<file path="config.mk">
export PLATFORM = sky130hd
export DESIGN_NAME = crsf_rc_frame_receiver_flat
export DESIGN_NICKNAME = d
export VERILOG_FILES = /design/src/rtl/crsf_rx_pkg.sv /design/src/rtl/crsf_rx_in_if.sv /design/src/rtl/crsf_rx_out_if.sv /design/src/rtl/crsf_rx_cfg_if.sv /design/src/rtl/crsf_rc_frame_receiver.sv /design/src/rtl/crsf_rx_crc.sv /design/src/rtl/crsf_rx_emit.sv /design/src/flat_wrapper.sv
export SDC_FILE = /design/constraint.sdc
export NUM_CORES = 1
export LEC_CHECK = 0
export ABC_AREA = 1
export BUFFER_PORTS_ARGS = -buffer_cell sky130_fd_sc_hd__buf_2
export CAP_MARGIN = 10
export CORE_MARGIN = 1.5
export CORE_UTILIZATION = 42
export CTS_CLUSTER_SIZE = 16
export DETAILED_ROUTE_END_ITERATION = 7
export GPL_TIMING_DRIVEN = 0
export SETUP_SLACK_MARGIN = 0.5
export SLEW_MARGIN = 20
export SYNTH_ARGS = -nofsm -noshare
export SYNTH_HDL_FRONTEND = slang
export SYNTH_SLANG_ARGS = --single-unit
</file>
<file path="constraint.sdc">
create_clock -name clk -period 3.2 [get_ports clk]
set_input_delay 0.32 -clock clk [delete_from_list [all_inputs] [get_ports clk]]
set_output_delay 0.32 -clock clk [all_outputs]
set_load 0.01 [all_outputs]
</file>
<file path="src/rtl/crsf_rx_pkg.sv">
// ----------------------------------------------------------------------------
// CRSF receiver package
// Shared constants, result codes, register indexes and the structs that
// pass between the parser and the result sequencer.
// ----------------------------------------------------------------------------
package crsf_rx_pkg;

  // Frame buffer geometry
  localparam int MAX_FRAME_BYTES = 64;
  localparam int ADDR_W          = $clog2(MAX_FRAME_BYTES);

  // RC channel packing
  localparam int CHANNEL_COUNT   = 16;
  localparam int CHANNEL_BITS    = 11;
  localparam int CH_IDX_W        = 4;
  localparam int CH_BIT_W        = $clog2(CHANNEL_BITS + 1);
  localparam int RC_PAYLOAD_MIN  = (CHANNEL_COUNT * CHANNEL_BITS + 7) / 8;

  // Link statistics
  localparam int LINK_STAT_BYTES = 10;

  // Channel center value
  localparam int CENTER          = 1024;

  // Result kinds (also used as job codes toward the sequencer)
  localparam logic [1:0] KIND_CHAN = 2'd0;
  localparam logic [1:0] KIND_LINK = 2'd1;
  localparam logic [1:0] KIND_CRC  = 2'd2;
  localparam logic [1:0] KIND_LEN  = 2'd3;

  // Configuration register indexes
  localparam logic [2:0] CFG_CRC_POLY   = 3'd0;
  localparam logic [2:0] CFG_CTRL_ADDR  = 3'd1;
  localparam logic [2:0] CFG_RC_TYPE    = 3'd2;
  localparam logic [2:0] CFG_LINK_TYPE  = 3'd3;
  localparam logic [2:0] CFG_CENTER_DB  = 3'd4;
  localparam logic [2:0] CFG_THR_DB     = 3'd5;
  localparam logic [2:0] CFG_THR_CHAN   = 3'd6;

  // Configuration register set
  typedef struct packed {
    logic [7:0]  crc_poly;
    logic [7:0]  ctrl_addr;
    logic [7:0]  rc_type;
    logic [7:0]  link_type;
    logic [10:0] center_band;
    logic [10:0] thr_band;
    logic [3:0]  thr_chan;
  } cfg_t;

  // Frame-end request to the result sequencer
  typedef struct packed {
    logic       start;
    logic [1:0] kind;
  } job_t;

endpackage

</file>
<file path="src/rtl/crsf_rx_in_if.sv">
// ----------------------------------------------------------------------------
// CRSF receiver input channel
// One received link byte per item, with the buffer start flag.
// ----------------------------------------------------------------------------
interface crsf_rx_in_if ();
  logic       valid;
  logic       ready;
  logic [7:0] rx_byte;
  logic       buffer_start;

  modport source (output valid, output rx_byte, output buffer_start, input ready);
  modport sink   (input valid, input rx_byte, input buffer_start, output ready);
endinterface

</file>
<file path="src/rtl/crsf_rx_out_if.sv">
// ----------------------------------------------------------------------------
// CRSF receiver result channel
// One decoded channel, statistic byte or error per item.
// ----------------------------------------------------------------------------
interface crsf_rx_out_if ();
  logic               valid;
  logic               ready;
  logic [1:0]         result_kind;
  logic [3:0]         item_index;
  logic [10:0]        raw_value;
  logic signed [11:0] scaled_value;
  logic               last_of_frame;

  modport source (output valid, output result_kind, output item_index,
                  output raw_value, output scaled_value, output last_of_frame,
                  input ready);
  modport sink   (input valid, input result_kind, input item_index,
                  input raw_value, input scaled_value, input last_of_frame,
                  output ready);
endinterface

</file>
<file path="src/rtl/crsf_rx_cfg_if.sv">
// ----------------------------------------------------------------------------
// CRSF receiver configuration write channel
// Register index and write data, written on a valid/ready handshake.
// ----------------------------------------------------------------------------
interface crsf_rx_cfg_if ();
  logic        valid;
  logic        ready;
  logic [2:0]  index;
  logic [10:0] data;

  modport source (output valid, output index, output data, input ready);
  modport sink   (input valid, input index, input data, output ready);
endinterface

</file>
<file path="src/rtl/crsf_rc_frame_receiver.sv">
// Input: a byte is taken while the CRC unit and the sequencer are idle; a body byte
// other than the CRC byte then stalls the input while the bit-serial CRC unit folds
// it in. Frame end: an error result goes from the sequencer's emit state into the
// output register; RC frames take 11 shifts and 1 load per channel plus a two-state
// read per buffer byte, link frames a read and load per byte; input waits meanwhile.
// Reset (synchronous, rst_n low): registers to defaults, parser idle; buffer kept.
// ----------------------------------------------------------------------------
// CRSF RC frame receiver
// Parses address, length, type and payload of a link frame, checks the
// CRC-8 and hands finished frames to the result sequencer.
// ----------------------------------------------------------------------------
module crsf_rc_frame_receiver
  import crsf_rx_pkg::*;
(
  input  logic          clk,
  input  logic          rst_n,
  crsf_rx_in_if.sink    in_if,
  crsf_rx_cfg_if.sink   cfg_if,
  crsf_rx_out_if.source out_if
);

  // Parser phases
  localparam logic [1:0] PH_IDLE = 2'd0;
  localparam logic [1:0] PH_LEN  = 2'd1;
  localparam logic [1:0] PH_BODY = 2'd2;
  localparam logic [1:0] PH_DONE = 2'd3;

  cfg_t              cfg_r;
  logic [1:0]        phase_r;
  logic [7:0]        addr_r;
  logic [7:0]        type_r;
  logic [ADDR_W-1:0] len_r;
  logic [ADDR_W-1:0] seen_r;

  logic              crc_busy;
  logic [7:0]        crc_val;
  logic              emit_busy;
  logic              accept;
  logic              crc_clear;
  logic              crc_start;
  logic              wr_en;
  logic              more_body;
  logic              bad_len;
  logic [ADDR_W-1:0] payload;
  job_t              job;

  // Configuration registers
  assign cfg_if.ready = 1'b1;

  always_ff @(posedge clk) begin
    if (!rst_n) begin
      cfg_r.crc_poly    <= 8'd213;
      cfg_r.ctrl_addr   <= 8'd200;
      cfg_r.rc_type     <= 8'd22;
      cfg_r.link_type   <= 8'd20;
      cfg_r.center_band <= 11'd30;
      cfg_r.thr_band    <= 11'd180;
      cfg_r.thr_chan    <= 4'd2;
    end else if (cfg_if.valid) begin
      case (cfg_if.index)
        CFG_CRC_POLY:  cfg_r.crc_poly    <= cfg_if.data[7:0];
        CFG_CTRL_ADDR: cfg_r.ctrl_addr   <= cfg_if.data[7:0];
        CFG_RC_TYPE:   cfg_r.rc_type     <= cfg_if.data[7:0];
        CFG_LINK_TYPE: cfg_r.link_type   <= cfg_if.data[7:0];
        CFG_CENTER_DB: cfg_r.center_band <= cfg_if.data;
        CFG_THR_DB:    cfg_r.thr_band    <= cfg_if.data;
        CFG_THR_CHAN:  cfg_r.thr_chan    <= cfg_if.data[3:0];
        default: ;
      endcase
    end
  end

  // Input handshake: wait for the CRC shifter and the sequencer
  assign in_if.ready = !crc_busy && !emit_busy;
  assign accept      = in_if.valid && in_if.ready;

  // Parser decisions for the current item
  assign bad_len   = ({1'b0, in_if.rx_byte} < 9'd2) ||
                     ({1'b0, in_if.rx_byte} + 9'd2 > 9'(MAX_FRAME_BYTES));
  assign more_body = ({1'b0, seen_r} + (ADDR_W + 1)'(1)) < {1'b0, len_r};
  assign payload   = len_r - ADDR_W'(2);

  assign crc_clear = accept && in_if.buffer_start;
  assign wr_en     = accept && !in_if.buffer_start && (phase_r == PH_BODY);
  assign crc_start = wr_en && more_body;

  // Frame end request
  always_comb begin
    job.start = 1'b0;
    job.kind  = KIND_CHAN;
    if (accept && !in_if.buffer_start) begin
      if (phase_r == PH_LEN && bad_len) begin
        job.start = 1'b1;
        job.kind  = KIND_LEN;
      end else if (phase_r == PH_BODY && !more_body) begin
        if (crc_val != in_if.rx_byte) begin
          job.start = 1'b1;
          job.kind  = KIND_CRC;
        end else if (addr_r == cfg_r.ctrl_addr && type_r == cfg_r.rc_type) begin
          job.start = 1'b1;
          job.kind  = (payload < ADDR_W'(RC_PAYLOAD_MIN)) ? KIND_LEN : KIND_CHAN;
        end else if (addr_r == cfg_r.ctrl_addr && type_r == cfg_r.link_type) begin
          job.start = 1'b1;
          job.kind  = (payload < ADDR_W'(LINK_STAT_BYTES)) ? KIND_LEN : KIND_LINK;
        end
      end
    end
  end

  // Parser state
  always_ff @(posedge clk) begin
    if (!rst_n) begin
      phase_r <= PH_IDLE;
      addr_r  <= 8'd0;
      len_r   <= '0;
      seen_r  <= '0;
      type_r  <= 8'd0;
    end else if (accept) begin
      if (in_if.buffer_start) begin
        addr_r  <= in_if.rx_byte;
        len_r   <= '0;
        seen_r  <= '0;
        phase_r <= PH_LEN;
      end else begin
        case (phase_r)
          PH_LEN: begin
            if (bad_len) begin
              phase_r <= PH_DONE;
            end else begin
              len_r   <= ADDR_W'(in_if.rx_byte);
              phase_r <= PH_BODY;
            end
          end
          PH_BODY: begin
            if (seen_r == '0) begin
              type_r <= in_if.rx_byte;
            end
            seen_r <= seen_r + ADDR_W'(1);
            if (!more_body) begin
              phase_r <= PH_DONE;
            end
          end
          default: ;
        endcase
      end
    end
  end

  crsf_rx_crc u_crc (
    .clk   (clk),
    .rst_n (rst_n),
    .poly  (cfg_r.crc_poly),
    .clear (crc_clear),
    .start (crc_start),
    .din   (in_if.rx_byte),
    .busy  (crc_busy),
    .crc   (crc_val)
  );

  crsf_rx_emit u_emit (
    .clk     (clk),
    .rst_n   (rst_n),
    .cfg     (cfg_r),
    .job     (job),
    .wr_en   (wr_en),
    .wr_addr (seen_r),
    .wr_data (in_if.rx_byte),
    .busy    (emit_busy),
    .out_if  (out_if)
  );

`ifndef SYNTHESIS
  a_job_when_idle : assert property (@(posedge clk) disable iff (!rst_n)
    job.start |-> !emit_busy) else $error("frame end while results pending");
  a_body_in_range : assert property (@(posedge clk) disable iff (!rst_n)
    (phase_r == PH_BODY) |-> seen_r < len_r)
    else $error("body count past frame length");
`endif

endmodule

</file>
<file path="src/rtl/crsf_rx_crc.sv">
// ----------------------------------------------------------------------------
// CRSF receiver CRC-8 unit
// Bit-serial CRC-8, MSB first: each byte is XORed in, then folded in bit by bit.
// ----------------------------------------------------------------------------
module crsf_rx_crc
  import crsf_rx_pkg::*;
(
  input  logic       clk,
  input  logic       rst_n,
  input  logic [7:0] poly,
  input  logic       clear,
  input  logic       start,
  input  logic [7:0] din,
  output logic       busy,
  output logic [7:0] crc
);

  logic [7:0] crc_r;
  logic [3:0] cnt_r;

  assign busy = (cnt_r != 4'd0);
  assign crc  = crc_r;

  // Load the byte, then shift one bit per cycle
  always_ff @(posedge clk) begin
    if (!rst_n) begin
      crc_r <= 8'd0;
      cnt_r <= 4'd0;
    end else if (clear) begin
      crc_r <= 8'd0;
      cnt_r <= 4'd0;
    end else if (start) begin
      crc_r <= crc_r ^ din;
      cnt_r <= 4'd8;
    end else if (busy) begin
      crc_r <= {crc_r[6:0], 1'b0} ^ (crc_r[7] ? poly : 8'd0);
      cnt_r <= cnt_r - 4'd1;
    end
  end

`ifndef SYNTHESIS
  a_no_start_busy : assert property (@(posedge clk) disable iff (!rst_n)
    start |-> cnt_r == 4'd0) else $error("crc start while shifting");
  a_no_clear_busy : assert property (@(posedge clk) disable iff (!rst_n)
    clear |-> cnt_r == 4'd0) else $error("crc clear while shifting");
`endif

endmodule

</file>
<file path="src/rtl/crsf_rx_emit.sv">
// ----------------------------------------------------------------------------
// CRSF receiver result sequencer
// Holds the frame buffer, unpacks channels one bit per cycle in its shift
// state, applies the dead zones and drives the registered result channel.
// ----------------------------------------------------------------------------
module crsf_rx_emit
  import crsf_rx_pkg::*;
(
  input  logic              clk,
  input  logic              rst_n,
  input  cfg_t              cfg,
  input  job_t              job,
  input  logic              wr_en,
  input  logic [ADDR_W-1:0] wr_addr,
  input  logic [7:0]        wr_data,
  output logic              busy,
  crsf_rx_out_if.source     out_if
);

  // Sequencer states
  localparam logic [2:0] E_IDLE  = 3'd0;
  localparam logic [2:0] E_RD1   = 3'd1;
  localparam logic [2:0] E_RD2   = 3'd2;
  localparam logic [2:0] E_SHIFT = 3'd3;
  localparam logic [2:0] E_EMIT  = 3'd4;

  logic [7:0]          store_mem [MAX_FRAME_BYTES];
  logic [7:0]          rdata_r;

  logic [2:0]          state_r;
  logic [1:0]          kind_r;
  logic [ADDR_W-1:0]   rd_addr_r;
  logic [7:0]          byte_r;
  logic [3:0]          byte_bits_r;
  logic [10:0]         chan_r;
  logic [CH_BIT_W-1:0] chan_bits_r;
  logic [CH_IDX_W-1:0] idx_r;

  logic                out_valid_r;
  logic [1:0]          out_kind_r;
  logic [3:0]          out_idx_r;
  logic [10:0]         out_raw_r;
  logic signed [11:0]  out_scaled_r;
  logic                out_last_r;

  logic                load;
  logic                last_item;
  logic signed [12:0]  zone_lo;
  logic signed [12:0]  zone_hi;
  logic signed [12:0]  chan_s;
  logic                in_zone;
  logic [10:0]         raw_nxt;
  logic signed [11:0]  scaled_nxt;

  assign busy = (state_r != E_IDLE);

  // Frame buffer: one write port, one registered read port
  always_ff @(posedge clk) begin
    if (wr_en) begin
      store_mem[wr_addr] <= wr_data;
    end
    rdata_r <= store_mem[rd_addr_r];
  end

  // Result values for the current item
  assign zone_lo = 13'sd1024 - $signed({2'b00, cfg.center_band});
  assign zone_hi = 13'sd1024 + $signed({2'b00, cfg.center_band});
  assign chan_s  = $signed({2'b00, chan_r});
  assign in_zone = (chan_s > zone_lo) && (chan_s < zone_hi);

  always_comb begin
    raw_nxt    = 11'd0;
    scaled_nxt = 12'sd0;
    last_item  = 1'b1;
    case (kind_r)
      KIND_CHAN: begin
        last_item = (idx_r == CH_IDX_W'(CHANNEL_COUNT - 1));
        if (idx_r == cfg.thr_chan) begin
          raw_nxt    = (chan_r < cfg.thr_band) ? 11'd0 : chan_r;
          scaled_nxt = $signed({1'b0, raw_nxt});
        end else begin
          raw_nxt    = in_zone ? 11'(CENTER) : chan_r;
          scaled_nxt = $signed(12'({1'b0, raw_nxt} - 12'(CENTER)));
        end
      end
      KIND_LINK: begin
        last_item = (idx_r == CH_IDX_W'(LINK_STAT_BYTES - 1));
        raw_nxt   = {3'b000, byte_r};
      end
      default: begin
        last_item = 1'b1;
      end
    endcase
  end

  assign load = (state_r == E_EMIT) && (!out_valid_r || out_if.ready);

  // Sequencer
  always_ff @(posedge clk) begin
    if (!rst_n) begin
      state_r     <= E_IDLE;
      kind_r      <= KIND_CHAN;
      rd_addr_r   <= '0;
      byte_bits_r <= 4'd0;
      chan_bits_r <= '0;
      idx_r       <= '0;
    end else begin
      case (state_r)
        E_IDLE: begin
          if (job.start) begin
            kind_r      <= job.kind;
            idx_r       <= '0;
            chan_bits_r <= '0;
            byte_bits_r <= 4'd0;
            rd_addr_r   <= ADDR_W'(1);
            if (job.kind == KIND_CHAN || job.kind == KIND_LINK) begin
              state_r <= E_RD1;
            end else begin
              state_r <= E_EMIT;
            end
          end
        end
        E_RD1: begin
          state_r <= E_RD2;
        end
        E_RD2: begin
          byte_r      <= rdata_r;
          byte_bits_r <= 4'd8;
          state_r     <= (kind_r == KIND_LINK) ? E_EMIT : E_SHIFT;
        end
        E_SHIFT: begin
          chan_r      <= {byte_r[0], chan_r[10:1]};
          byte_r      <= {1'b0, byte_r[7:1]};
          byte_bits_r <= byte_bits_r - 4'd1;
          if (chan_bits_r == CH_BIT_W'(CHANNEL_BITS - 1)) begin
            chan_bits_r <= '0;
            state_r     <= E_EMIT;
          end else begin
            chan_bits_r <= chan_bits_r + CH_BIT_W'(1);
            if (byte_bits_r == 4'd1) begin
              rd_addr_r <= rd_addr_r + ADDR_W'(1);
              state_r   <= E_RD1;
            end
          end
        end
        E_EMIT: begin
          if (load) begin
            if (last_item) begin
              state_r <= E_IDLE;
            end else begin
              idx_r <= idx_r + CH_IDX_W'(1);
              if (kind_r == KIND_CHAN && byte_bits_r != 4'd0) begin
                state_r <= E_SHIFT;
              end else begin
                rd_addr_r <= rd_addr_r + ADDR_W'(1);
                state_r   <= E_RD1;
              end
            end
          end
        end
        default: begin
          state_r <= E_IDLE;
        end
      endcase
    end
  end

  // Output register
  always_ff @(posedge clk) begin
    if (!rst_n) begin
      out_valid_r <= 1'b0;
    end else if (load) begin
      out_valid_r <= 1'b1;
    end else if (out_if.ready) begin
      out_valid_r <= 1'b0;
    end
  end

  always_ff @(posedge clk) begin
    if (load) begin
      out_kind_r   <= kind_r;
      out_idx_r    <= (kind_r == KIND_CHAN || kind_r == KIND_LINK) ? idx_r : 4'd0;
      out_raw_r    <= raw_nxt;
      out_scaled_r <= scaled_nxt;
      out_last_r   <= last_item;
    end
  end

  assign out_if.valid         = out_valid_r;
  assign out_if.result_kind   = out_kind_r;
  assign out_if.item_index    = out_idx_r;
  assign out_if.raw_value     = out_raw_r;
  assign out_if.scaled_value  = out_scaled_r;
  assign out_if.last_of_frame = out_last_r;

`ifndef SYNTHESIS
  a_chan_last_idx : assert property (@(posedge clk) disable iff (!rst_n)
    (out_valid_r && out_kind_r == KIND_CHAN && out_last_r)
      |-> out_idx_r == CH_IDX_W'(CHANNEL_COUNT - 1))
    else $error("channel result flagged last before final channel");
  a_shift_has_bits : assert property (@(posedge clk) disable iff (!rst_n)
    (state_r == E_SHIFT) |-> (byte_bits_r != 4'd0 &&
      chan_bits_r < CH_BIT_W'(CHANNEL_BITS)))
    else $error("shift step without a bit to take");
`endif

endmodule

</file>
<file path="src/flat_wrapper.sv">
// flat-port wrapper written by rule: the top's interface ports become plain ports
module crsf_rc_frame_receiver_flat import crsf_rx_pkg::*;
  (clk, rst_n, in_if_valid, in_if_rx_byte, in_if_buffer_start, in_if_ready, cfg_if_valid, cfg_if_index, cfg_if_data, cfg_if_ready, out_if_valid, out_if_result_kind, out_if_item_index, out_if_raw_value, out_if_scaled_value, out_if_last_of_frame, out_if_ready);
  crsf_rx_in_if in_if_i ();
  crsf_rx_cfg_if cfg_if_i ();
  crsf_rx_out_if out_if_i ();
  input  logic clk;
  input  logic rst_n;
  input wire logic [$bits(in_if_i.valid)-1:0] in_if_valid;
  input wire logic [$bits(in_if_i.rx_byte)-1:0] in_if_rx_byte;
  input wire logic [$bits(in_if_i.buffer_start)-1:0] in_if_buffer_start;
  output wire logic [$bits(in_if_i.ready)-1:0] in_if_ready;
  input wire logic [$bits(cfg_if_i.valid)-1:0] cfg_if_valid;
  input wire logic [$bits(cfg_if_i.index)-1:0] cfg_if_index;
  input wire logic [$bits(cfg_if_i.data)-1:0] cfg_if_data;
  output wire logic [$bits(cfg_if_i.ready)-1:0] cfg_if_ready;
  output wire logic [$bits(out_if_i.valid)-1:0] out_if_valid;
  output wire logic [$bits(out_if_i.result_kind)-1:0] out_if_result_kind;
  output wire logic [$bits(out_if_i.item_index)-1:0] out_if_item_index;
  output wire logic [$bits(out_if_i.raw_value)-1:0] out_if_raw_value;
  output wire logic [$bits(out_if_i.scaled_value)-1:0] out_if_scaled_value;
  output wire logic [$bits(out_if_i.last_of_frame)-1:0] out_if_last_of_frame;
  input wire logic [$bits(out_if_i.ready)-1:0] out_if_ready;
  assign in_if_i.valid = in_if_valid;
  assign in_if_i.rx_byte = in_if_rx_byte;
  assign in_if_i.buffer_start = in_if_buffer_start;
  assign in_if_ready = in_if_i.ready;
  assign cfg_if_i.valid = cfg_if_valid;
  assign cfg_if_i.index = cfg_if_index;
  assign cfg_if_i.data = cfg_if_data;
  assign cfg_if_ready = cfg_if_i.ready;
  assign out_if_valid = out_if_i.valid;
  assign out_if_result_kind = out_if_i.result_kind;
  assign out_if_item_index = out_if_i.item_index;
  assign out_if_raw_value = out_if_i.raw_value;
  assign out_if_scaled_value = out_if_i.scaled_value;
  assign out_if_last_of_frame = out_if_i.last_of_frame;
  assign out_if_i.ready = out_if_ready;
  crsf_rc_frame_receiver u_core (.clk(clk), .rst_n(rst_n), .in_if(in_if_i), .cfg_if(cfg_if_i), .out_if(out_if_i));
endmodule
</file>
## Yosys cells after proc, flatten, opt, wreduce, memory -nomap -nowiden

Memory sizes are Yosys's and may differ from the RTL's. A register that Yosys moved wholly into a read port is not among the register bits.
Cells that the tools add are included.

- Input bits: 28
- Memory bits (writable): 512
- Memories kept: 1
- Register bits: 173

- Reduce and logical (&&, ||, !) cells: 63
- Equality and inequality tests: 32
- $lt $le $gt $ge: 8
- Mux-type cells: 56
- Add/sub/neg operators: 12
- Bitwise operators: 5

Memories:

| memory | depth | width | read ports | clocked after memory_dff | write ports | line | source |
|---|---|---|---|---|---|---|---|
| u_core.u_emit.store_mem | 64 | 8 | 1 | 1 | 1 | crsf_rx_emit.sv:27 | `logic [7:0] store_mem [MAX_FRAME_BYTES];` |

Operators with widths:

| cell | number |
|---|---|
| two-way mux 6 bit | 11 |
| two-way mux 11 bit | 4 |
| two-way mux 3 bit | 12 |
| AND reduction 2 bit | 14 |
| equality test 8 bit | 3 |
| two-way mux 4 bit | 6 |
| two-way mux 8 bit | 3 |
| one-hot mux 11 bit (2 select lines) | 1 |
| one-hot mux 6 bit (3 select lines) | 1 |
| one-hot mux 4 bit (2 select lines) | 2 |
| one-hot mux 8 bit (2 select lines) | 1 |
| XOR 8 bit | 2 |
| one-hot mux 3 bit (5 select lines) | 1 |
| nonzero test 2 bit | 7 |
| logical AND 1 bit | 13 |
| adder 11 x 11 -> 12 bit, first input constant | 1 |
| adder 6 x 1 -> 6 bit, second input constant | 2 |
| equality test 3 x 2 -> 1 bit, second input constant | 4 |
| equality test 3 bit, second input constant | 4 |
| equality test 4 bit, second input constant | 3 |
| greater-than comparator 12 bit | 1 |
| < comparator 11 x 12 -> 1 bit | 1 |
| two-way mux 2 bit | 6 |
| inequality test 2 bit, second input constant | 6 |
| other kinds (38) | 67 |

## Longest topological paths before layout

Gate-level depths: netlist (run 1).

- Depth in word-level cells: 14
- Depth in mapped cells: 22
- Mapped depth without buffers: 21

## Modules after synthesis

Synthesis (run 1) repeated with hierarchy kept, for this count alone.

- Cell total of the unflattened synthesis: 2,767
- Area, all modules: 29,664.7 um^2

Modules (own cells, without submodules):

| module | seq. area each (um^2) | area an instance (um^2) | times used | cells each |
|---|---|---|---|---|
| crsf_rx_emit | 17,486.8 | 24,572.3 | 1 | 2,001 |
| crsf_rc_frame_receiver | 1,761.7 | 4,264.1 | 1 | 630 |
| crsf_rx_crc | 240.2 | 828.3 | 1 | 136 |

## Worst setup path before layout (run 1)

OpenSTA, ideal clock, no wires.

- Kind: reg-to-reg
- Start point: register u_core.cfg_r[16] (netlist bit)
- End point: register u_core.u_emit.out_raw_r[8] (netlist: u_core.u_emit.out_if.raw_value[8]) (data pin)
- Buffers on the path: 1
- Required time: 2.935 ns
- Arrival time: 2.261 ns
- Stages on the path, launching flop included: 22
- Path slack: 0.674 ns
- Path through: dfxtp_1 > inv_1 > ha_1 > nand2_1 > nor2_1 > nand3_1 > xor2_1 > ha_1 > nand2_1 > nor2_1 > nor2_1 > nand3_1 > nand3_1 > nand2_1 > nand2_1 > nand2_1 > nand2_1 > nand2_1 > nand3_1 > nand2_1 > clkbuf_1 > nor2_1

- Cells in the longest elaborated chain, start to end: 6
- Elaborated cells between the ends (all ways): 8

RTL lines:

| element | line | source |
|---|---|---|
| from (decl) | crsf_rc_frame_receiver.sv:28 | `cfg_t cfg_r;` |
| subtractor 11 x 11 -> 12 bit or adder 11 x 11 -> 12 bit (tied branches) | crsf_rx_emit.sv:66, crsf_rx_emit.sv:67 |  |
| greater-than comparator 12 bit or < comparator 11 x 12 -> 1 bit (tied branches) | crsf_rx_emit.sv:69 | `assign in_zone = (chan_s > zone_lo) && (chan_s < zone_hi);` |
| logical AND 1 bit (*) | crsf_rx_emit.sv:69 |  |
| two-way mux 11 bit (*) | crsf_rx_emit.sv:82 | `raw_nxt = in_zone ? 11'(CENTER) : chan_r;` |
| two-way mux 11 bit (*) | crsf_rx_emit.sv:78 | `if (idx_r == cfg.thr_chan) begin` |
| one-hot mux 11 bit (2 select lines) (*) | crsf_rx_emit.sv:75 | `case (kind_r)` |
| via u_core.u_emit.raw_nxt[8] | crsf_rx_emit.sv:52 | `logic [10:0] raw_nxt;` |
| to (signal assigned) | crsf_rx_emit.sv:183 | `out_raw_r <= raw_nxt;` |
| to (decl) | crsf_rx_emit.sv:42 | `logic [10:0] out_raw_r;` |

The timed path passes the listed nets; every way through them passes the cells marked *.
A chain may end at the register's enable or synchronous reset.

==> impl_metrics.toml, run 1 <==
[status]
status = "finished, final reports clean"

[pwr]
power.net_switching_mw = 7.26
p_leak_nw = 12.6
switching_share = 0.312
sequentialPowerShare = 0.431
finalPower_mw = 23.3
p_int_mw = 16.0
clkPwrFrac = 0.373
peakVddDrop_mv = 0.499
p_per_area_nw_per_um2 = 646
combPwrFrac = 0.197

[setup_path]
crit_chain = "inv_1 > buf_2 > clkbuf_1 > nor2_1 > o22ai_1 > o211ai_1 > nand4_1 > nand3_1 > nand2_1"
cp.depth = 9
r2r_cells = 9
cp_max_fo = 10
critPathTopFamily = "buffers and inverters"
endpoint_kind = "flip-flop"
crit_arrival_ps = 3240
crit_slowest_cell = "clkbuf_1"
critPathMaxStageDelay_ps = 580
crit_buf_inv = 3
criticalPathCategory = "flip-flop to flip-flop"
worstSetupStartpointType = "flip-flop"
cp_data_required_time_ps = 3750

[sta]
finalCriticalPeriod_ps = 2690
post-route-period-util = 0.841
fin_worst_skew_ps = 35.2
tightest_slew_ps = 1070
fin_ws_ps = 510
setup-violations-final = 0
slew-limit-headroom = 0.283
setup_tns_ps = 0
slew_violations = 0
rsz0062_at_grt = "true"
fmax_mhz = 372
finalHoldViolCount = 0

[logic_synthesis]
syn_avg_cell_area_um2 = 11.0
yosysSeqAreaShare = 0.664
synth_cells = 2661
synth_edf_count = 561
synth_top_cells_by_count = "edfxtp_1, nor2_1, o21ai_0"
synth_warnings = 0
synth_area_leaders = "edfxtp_1, dfxtp_1, nor2_1"
syn_nets = 2737
synth_top_area_cell = "edfxtp_1"
ys_types = 58
synth_seq_cells = 693
synthFlopType = "edfxtp_1"
synth_top_area_frac = 0.574
syn_area_um2 = 29300
synth.most_common_cell = "edfxtp_1"
async_flop_share = 0

[die]
core_um2 = 68800
start_util = 0.426
die_area_um2 = 71400
top_level_ports = 61
die_h_um = 267
num_rows = 96
die_width_um = 267

[clock_tree]
cts_htree_levels = 3
path_clk_slew_ps = 60
ctsRootBufferMaster = "clkbuf_16"
clock_latency_ps = 650
cts_buffers = 75
clock_path_buffers = 3
cts_tree = "done"
clkSinkCount = 693

[cells_and_area]
final_nets = 3008
design_area_um2 = 36100
drive_gt1_frac = 0.187
areaGrowthSynthToFinish_pct = 23.0

[global_route]
grt_remaining_overflow = 0
track_usage = 0.279
grt_antenna_before_repair = 1
grt_pass1_wl_um = 143000
grt_pass1_vias = 22000
grt_start_max_net_pins = 71

[placement]
gp_congestion = 0.969
io_buffers = 59
placed_area_um2 = 30900
dp_hpwl_um = 63500
pre_cts_slack_ps = -537

[route]
num_vias = 22900
wl_um = 100000
drcViolationCount = 0
drt_pass1_iterations = 7
drt-wirelength-per-cell_um = 25.6
ant_nets = 0
viasPerCell = 5.84
drt-initial-drc-count = 2938

[min_path]
worstHoldPathCells = 3
hold_class = "input port to flip-flop"

[job]
drv_cap = 0
-- kinds of logic after synthesis --
family	Yosys count	synth area share
AO/OA/AOI/OAI	641	0.125
flip-flops	693	0.664
XOR/XNOR	38	0.0113
buffers and inverters	289	0.0396
other	1	0.000128
AND/OR/NAND/NOR	951	0.139
adder cells (fa/ha/maj)	48	0.0205
-- cell type report --
| class | instances | area (µm²) |
|---|---|---|
| well taps | 931 | 1160 |
| plain buffers | 136 | 674 |
| clock inverters | 45 | 465 |
| diodes | 1 | 2.50 |
| flip-flops and latches | 693 | 19500 |
| clock buffers | 94 | 1970 |
| inverters | 153 | 587 |
| multi-input cells | 1681 | 9570 |
| repair buffers | 192 | 2160 |
| fillers | 5831 | 32700 |
-- worst reg2reg max path: cells and delay by family (launching register included) --
kind	cells	cell delay [ps]
flip-flops	1	380
AND/OR/NAND/NOR	4	550
AO/OA/AOI/OAI	2	770
buffers and inverters	3	930
-- layer usage --
layer,track usage,vias to the layer above,wire length [µm],part of all wire
li1,-,10100,-,-
met1,0.362,11100,38100,0.38
met2,0.429,1413,44700,0.45
met3,0.0691,324,11400,0.11
met4,0.150,0,6110,0.061
met5,0,-,0,0
-- cell usage in the layout (no fill, tap or decap), types with 6 or more instances in the layout --
master | synthesis | routed
nor2_1 | 445 | 373
a21oi_1 | 110 | 108
bufinv_16 | 0 | 7
nor3_1 | 15 | 14
nor2_4 | 2 | 73
dfxtp_1 | 132 | 122
clkinv_1 | 4 | 17
xnor2_1 | 11 | 11
dfxtp_2 | 0 | 6
nor2_2 | 7 | 8
clkinv_2 | 0 | 14
nand3_2 | 3 | 9
buf_6 | 3 | 14
clkbuf_2 | 0 | 37
edfxtp_1 | 561 | 561
nand3_4 | 1 | 7
clkbuf_1 | 104 | 78
inv_1 | 144 | 136
buf_4 | 3 | 70
xor2_1 | 27 | 25
nand4_1 | 41 | 41
o21ai_0 | 330 | 328
nand3_1 | 85 | 74
inv_2 | 5 | 9
o211ai_1 | 27 | 27
buf_2 | 21 | 76
nand2_1 | 312 | 302
o21ai_1 | 6 | 7
ha_1 | 48 | 43
nand2_4 | 8 | 11
a31oi_1 | 13 | 13
clkbuf_16 | 0 | 75
and3_1 | 8 | 8
o21ai_2 | 7 | 8
nand2_2 | 8 | 13
o221ai_1 | 52 | 48
buf_12 | 1 | 60
o22ai_1 | 78 | 78
-- repair_timing --
action,4_1_cts,5_1_grt
endpoints found under the setup margin,560,573
resized for setup,216,100
buffers inserted,109,16
endpoints found under the hold margin,3,0
hold buffers,2,0
cloned,2,2
pin swaps,85,39
-- power by group through the flow --
| stage | registers [mW] | logic, mW | clock network, mW |
|---|---|---|---|
| 2_1_floorplan | 10.2 | 2.15 | 0 |
| 3_3_place_gp | 10.2 | 3.99 | 0 |
| 3_5_place_dp | 10.2 | 4.10 | 0 |
| 4_1_cts | 10.0 | 4.25 | 8.72 |
| 5_1_grt | 10.1 | 4.76 | 9.06 |
| 6_report | 10.0 | 4.59 | 8.68 |
-- worst paths after layout --
check | from | slack, ps | endpoint
worst max-delay path | u_core.u_emit.rd_addr_r[0] | 510 | u_core.u_emit.rdata_r[2]
worst max register to register | u_core.u_emit.rd_addr_r[0] | 510 | u_core.u_emit.rdata_r[2]
worst min-delay path | cfg_if_data[8] | 20 | u_core.cfg_r[12]
worst min register to register | u_core.u_emit.kind_r[1] | 440 | u_core.u_emit.out_if.result_kind[1]
-- flip-flops by register name (all words and copies together), names as in the netlist, 3 cells and up --
signal	count
u_core.u_emit.store_mem	512
u_core.cfg_r	58
u_core.u_emit.out_if.scaled_value	12
u_core.u_emit.chan_r	11
u_core.u_emit.out_if.raw_value	11
u_core.addr_r	8
u_core.type_r	8
u_core.u_crc.crc	8
u_core.u_emit.byte_r	8
u_core.u_emit.rdata_r	8
u_core.len_r	6
u_core.seen_r	6
u_core.u_emit.rd_addr_r	6
u_core.u_crc.cnt_r	4
u_core.u_emit.byte_bits_r	4
u_core.u_emit.chan_bits_r	4
u_core.u_emit.idx_r	4
u_core.u_emit.out_if.item_index	4
u_core.u_emit.state_r	3
-- metrics by stage --
| step | util | cells | hold slack (ps) |
|---|---|---|---|
| after detailed placement | 0.449 | 3655 | 427 |
| after floorplan | - | 2661 | 409 |
| after global routing | 0.524 | 3925 | 42.1 |
| after CTS | 0.518 | 3907 | 1.03 |
| after global placement | 0.447 | 3651 | 421 |
| final | 0.525 | 3926 | 21.5 |
Note: power is estimated with default switching activity, not from simulation.
==> run 2, diff against run 1 <==
Clock period 3.2 ns to 2.8 ns, I/O delays scaled along.
==> run 2 against run 1 <==
Net effect:
- worst hold slack improved by 2.6 ps
- highest routed layer is now met5
- largest power group unchanged
- clock power increased by 12%
- register-to-register slack got worse by 350 ps
- critical path depth increased by 10
==> impl_metrics.toml, run 2 (synthesized netlist as in run 1, its figures left out) <==
[setup_path]
crit_arrival_ps = 3120
r2r_cells = 19
endpoint_kind = "flip-flop"
r2r_setup_slack_ps = 160
r2r_end = "u_core.u_emit.out_if.raw_value[0]"
cp_data_required_time_ps = 3280
criticalPathCategory = "flip-flop to flip-flop"
reg2reg_from = "u_core.cfg_r[15]"
worstSetupStartpointType = "flip-flop"
cp_max_fo = 5

[clock_tree]
cts_buffers = 75
ctsRootBufferMaster = "clkbuf_16"
clock_latency_ps = 660
cts_htree_levels = 3
cts_tree = "done"
path_clk_slew_ps = 60
clkSinkCount = 693
clock_path_buffers = 3

[cells_and_area]
final_nets = 3038
largest_reg_flops = 512
areaGrowthSynthToFinish_pct = 27.4
final_common_cell = "edfxtp_1"
final_cell_mix = "edfxtp_1, nor2_1, o21ai_0, nand2_1, inv_1"
drive_gt1_frac = 0.236
regMostFlops = "u_core.u_emit.store_mem"

[sta]
finalCriticalPeriod_ps = 2640
tightest_slew_ps = 1080
slew_violations = 0
hold_ws_ps = 24.2
setup_tns_ps = 0
post-route-period-util = 0.942
fmax_mhz = 379
rsz0062_at_grt = "true"
fin_worst_skew_ps = 43.7
finalHoldViolCount = 0
setup-violations-final = 0
slew-limit-headroom = 0.279

[job]
drv_cap = 0

[status]
status = "finished, final reports clean"

[route]
drt_pass1_iterations = 6
num_vias = 23000
drcViolationCount = 0
drt-initial-drc-count = 2617
wl_um = 101000
drt-wirelength-per-cell_um = 25.4
ant_nets = 0
viasPerCell = 5.80

[die]
die_h_um = 267
top_level_ports = 61
start_util = 0.426
num_rows = 96
die_width_um = 267
core_um2 = 68800
die_area_um2 = 71400

[placement]
dp_hpwl_um = 62900
io_buffers = 59
gp_congestion = 0.963

[min_path]
worstHoldPathCells = 3
hold_class = "input port to flip-flop"
min-delay-start = "cfg_if_data[4]"
hold_end = "u_core.cfg_r[19]"

[global_route]
track_usage = 0.275
met2_usage = 0.429
met3_usage = 0.0741
grt_antenna_before_repair = 5
grt_remaining_overflow = 0
grt_pass1_vias = 21700
grt_pass1_wl_um = 143000
grt_start_max_net_pins = 71
met1_usage = 0.354
top_usage_layer = "met2"

[pwr]
p_leak_nw = 13.1
peakVddDrop_mv = 0.544
p_per_area_nw_per_um2 = 726
run 2: cell count changes in the layout (fill, tap and decap cells not counted), sizes merged:
cell and change:
diode +2, nor2 +1, bufinv -2, clkbuf -14
clkinv +8, dlygate4sd3 +3, buf +37, inv -3
clkinvlp -2
run 2: power breakdown:
| group | leakage (nW) | switching [mW] | internal, mW |
|---|---|---|---|
| clock | 1.17 | 4.15 | 5.58 |
| sequential | 6.12 | 0.118 | 11.3 |
| combinational | 5.84 | 4.13 | 1.80 |
run 2: layout make-up:
cell class	instances	area (µm²)
Fill cell	5748	31500
Sequential cell	693	19500
Multi-Input combinational cell	1682	10100
Timing Repair Buffer	221	2570
Clock buffer	91	2010
Tap cell	931	1160
Buffer	136	1010
Inverter	153	604
Clock inverter	46	365
Antenna cell	3	7.51
run 2: how the worst max path moves through the flow:
stage | from | endpoint | slack (ps) | depth (start not counted)
final | u_core.cfg_r[15] | u_core.u_emit.out_if.raw_value[0] | 160 | 19
after global placement | u_core.u_crc.cnt_r[0] | u_core.u_emit.store_mem[45][7] | -840 | 12
after floorplan | u_core.u_crc.cnt_r[0] | u_core.u_emit.store_mem[10][0] | 360 | 12
after detailed placement | u_core.u_crc.cnt_r[0] | u_core.u_emit.store_mem[44][7] | -1000 | 12
after CTS | u_core.cfg_r[15] | u_core.u_emit.out_if.raw_value[6] | 140 | 19
after global routing | u_core.cfg_r[15] | u_core.u_emit.out_if.raw_value[7] | 3 | 19
run 2: critical path, cell delays in order (launching register included):
cell,delay [ps]
dfxtp_4,360
nor3_4,180
nand3_2,130
buf_4,160
xor2_1,130
ha_1,290
a21oi_1,130
nor2_1,60
nor2_1,120
nand3_2,110
nand3_2,70
nand2_1,50
nand2_1,50
nand2_1,50
nand2_1,70
nand2_2,80
nand3_2,90
nand2_4,90
buf_6,170
o21ai_2,110
run 2: repair_timing:
| action | CTS | global route |
|---|---|---|
| endpoints found under the setup margin | 583 | 591 |
| resized for setup | 356 | 267 |
| pin swaps | 100 | 143 |
| setup buffers | 112 | 35 |
| hold endpoints to repair | 15 | 0 |
| hold buffers | 5 | 0 |
| cloned | 3 | 7 |
run 2: stage by stage:
stage | power [mW] | cell area [µm²] | utilization | setup slack, ps | cells
detailed placement | 16.4 | 31000 | 0.450 | -996 | 3654
global placement | 16.3 | 30900 | 0.449 | -844 | 3651
finish | 27.1 | 37400 | 0.543 | 161 | 3956
floorplan | 14.1 | 29400 | - | 356 | 2661
CTS | 26.3 | 36200 | 0.526 | 140 | 3911
global route | 27.8 | 37400 | 0.543 | 3.37 | 3953
run 2: metal layers:
| metal | part of all wire | up-vias |
|---|---|---|
| li1 | - | 10200 |
| met1 | 0.38 | 11100 |
| met2 | 0.45 | 1420 |
| met3 | 0.11 | 293 |
| met4 | 0.051 | 4 |
| met5 | 0.00019 | - |
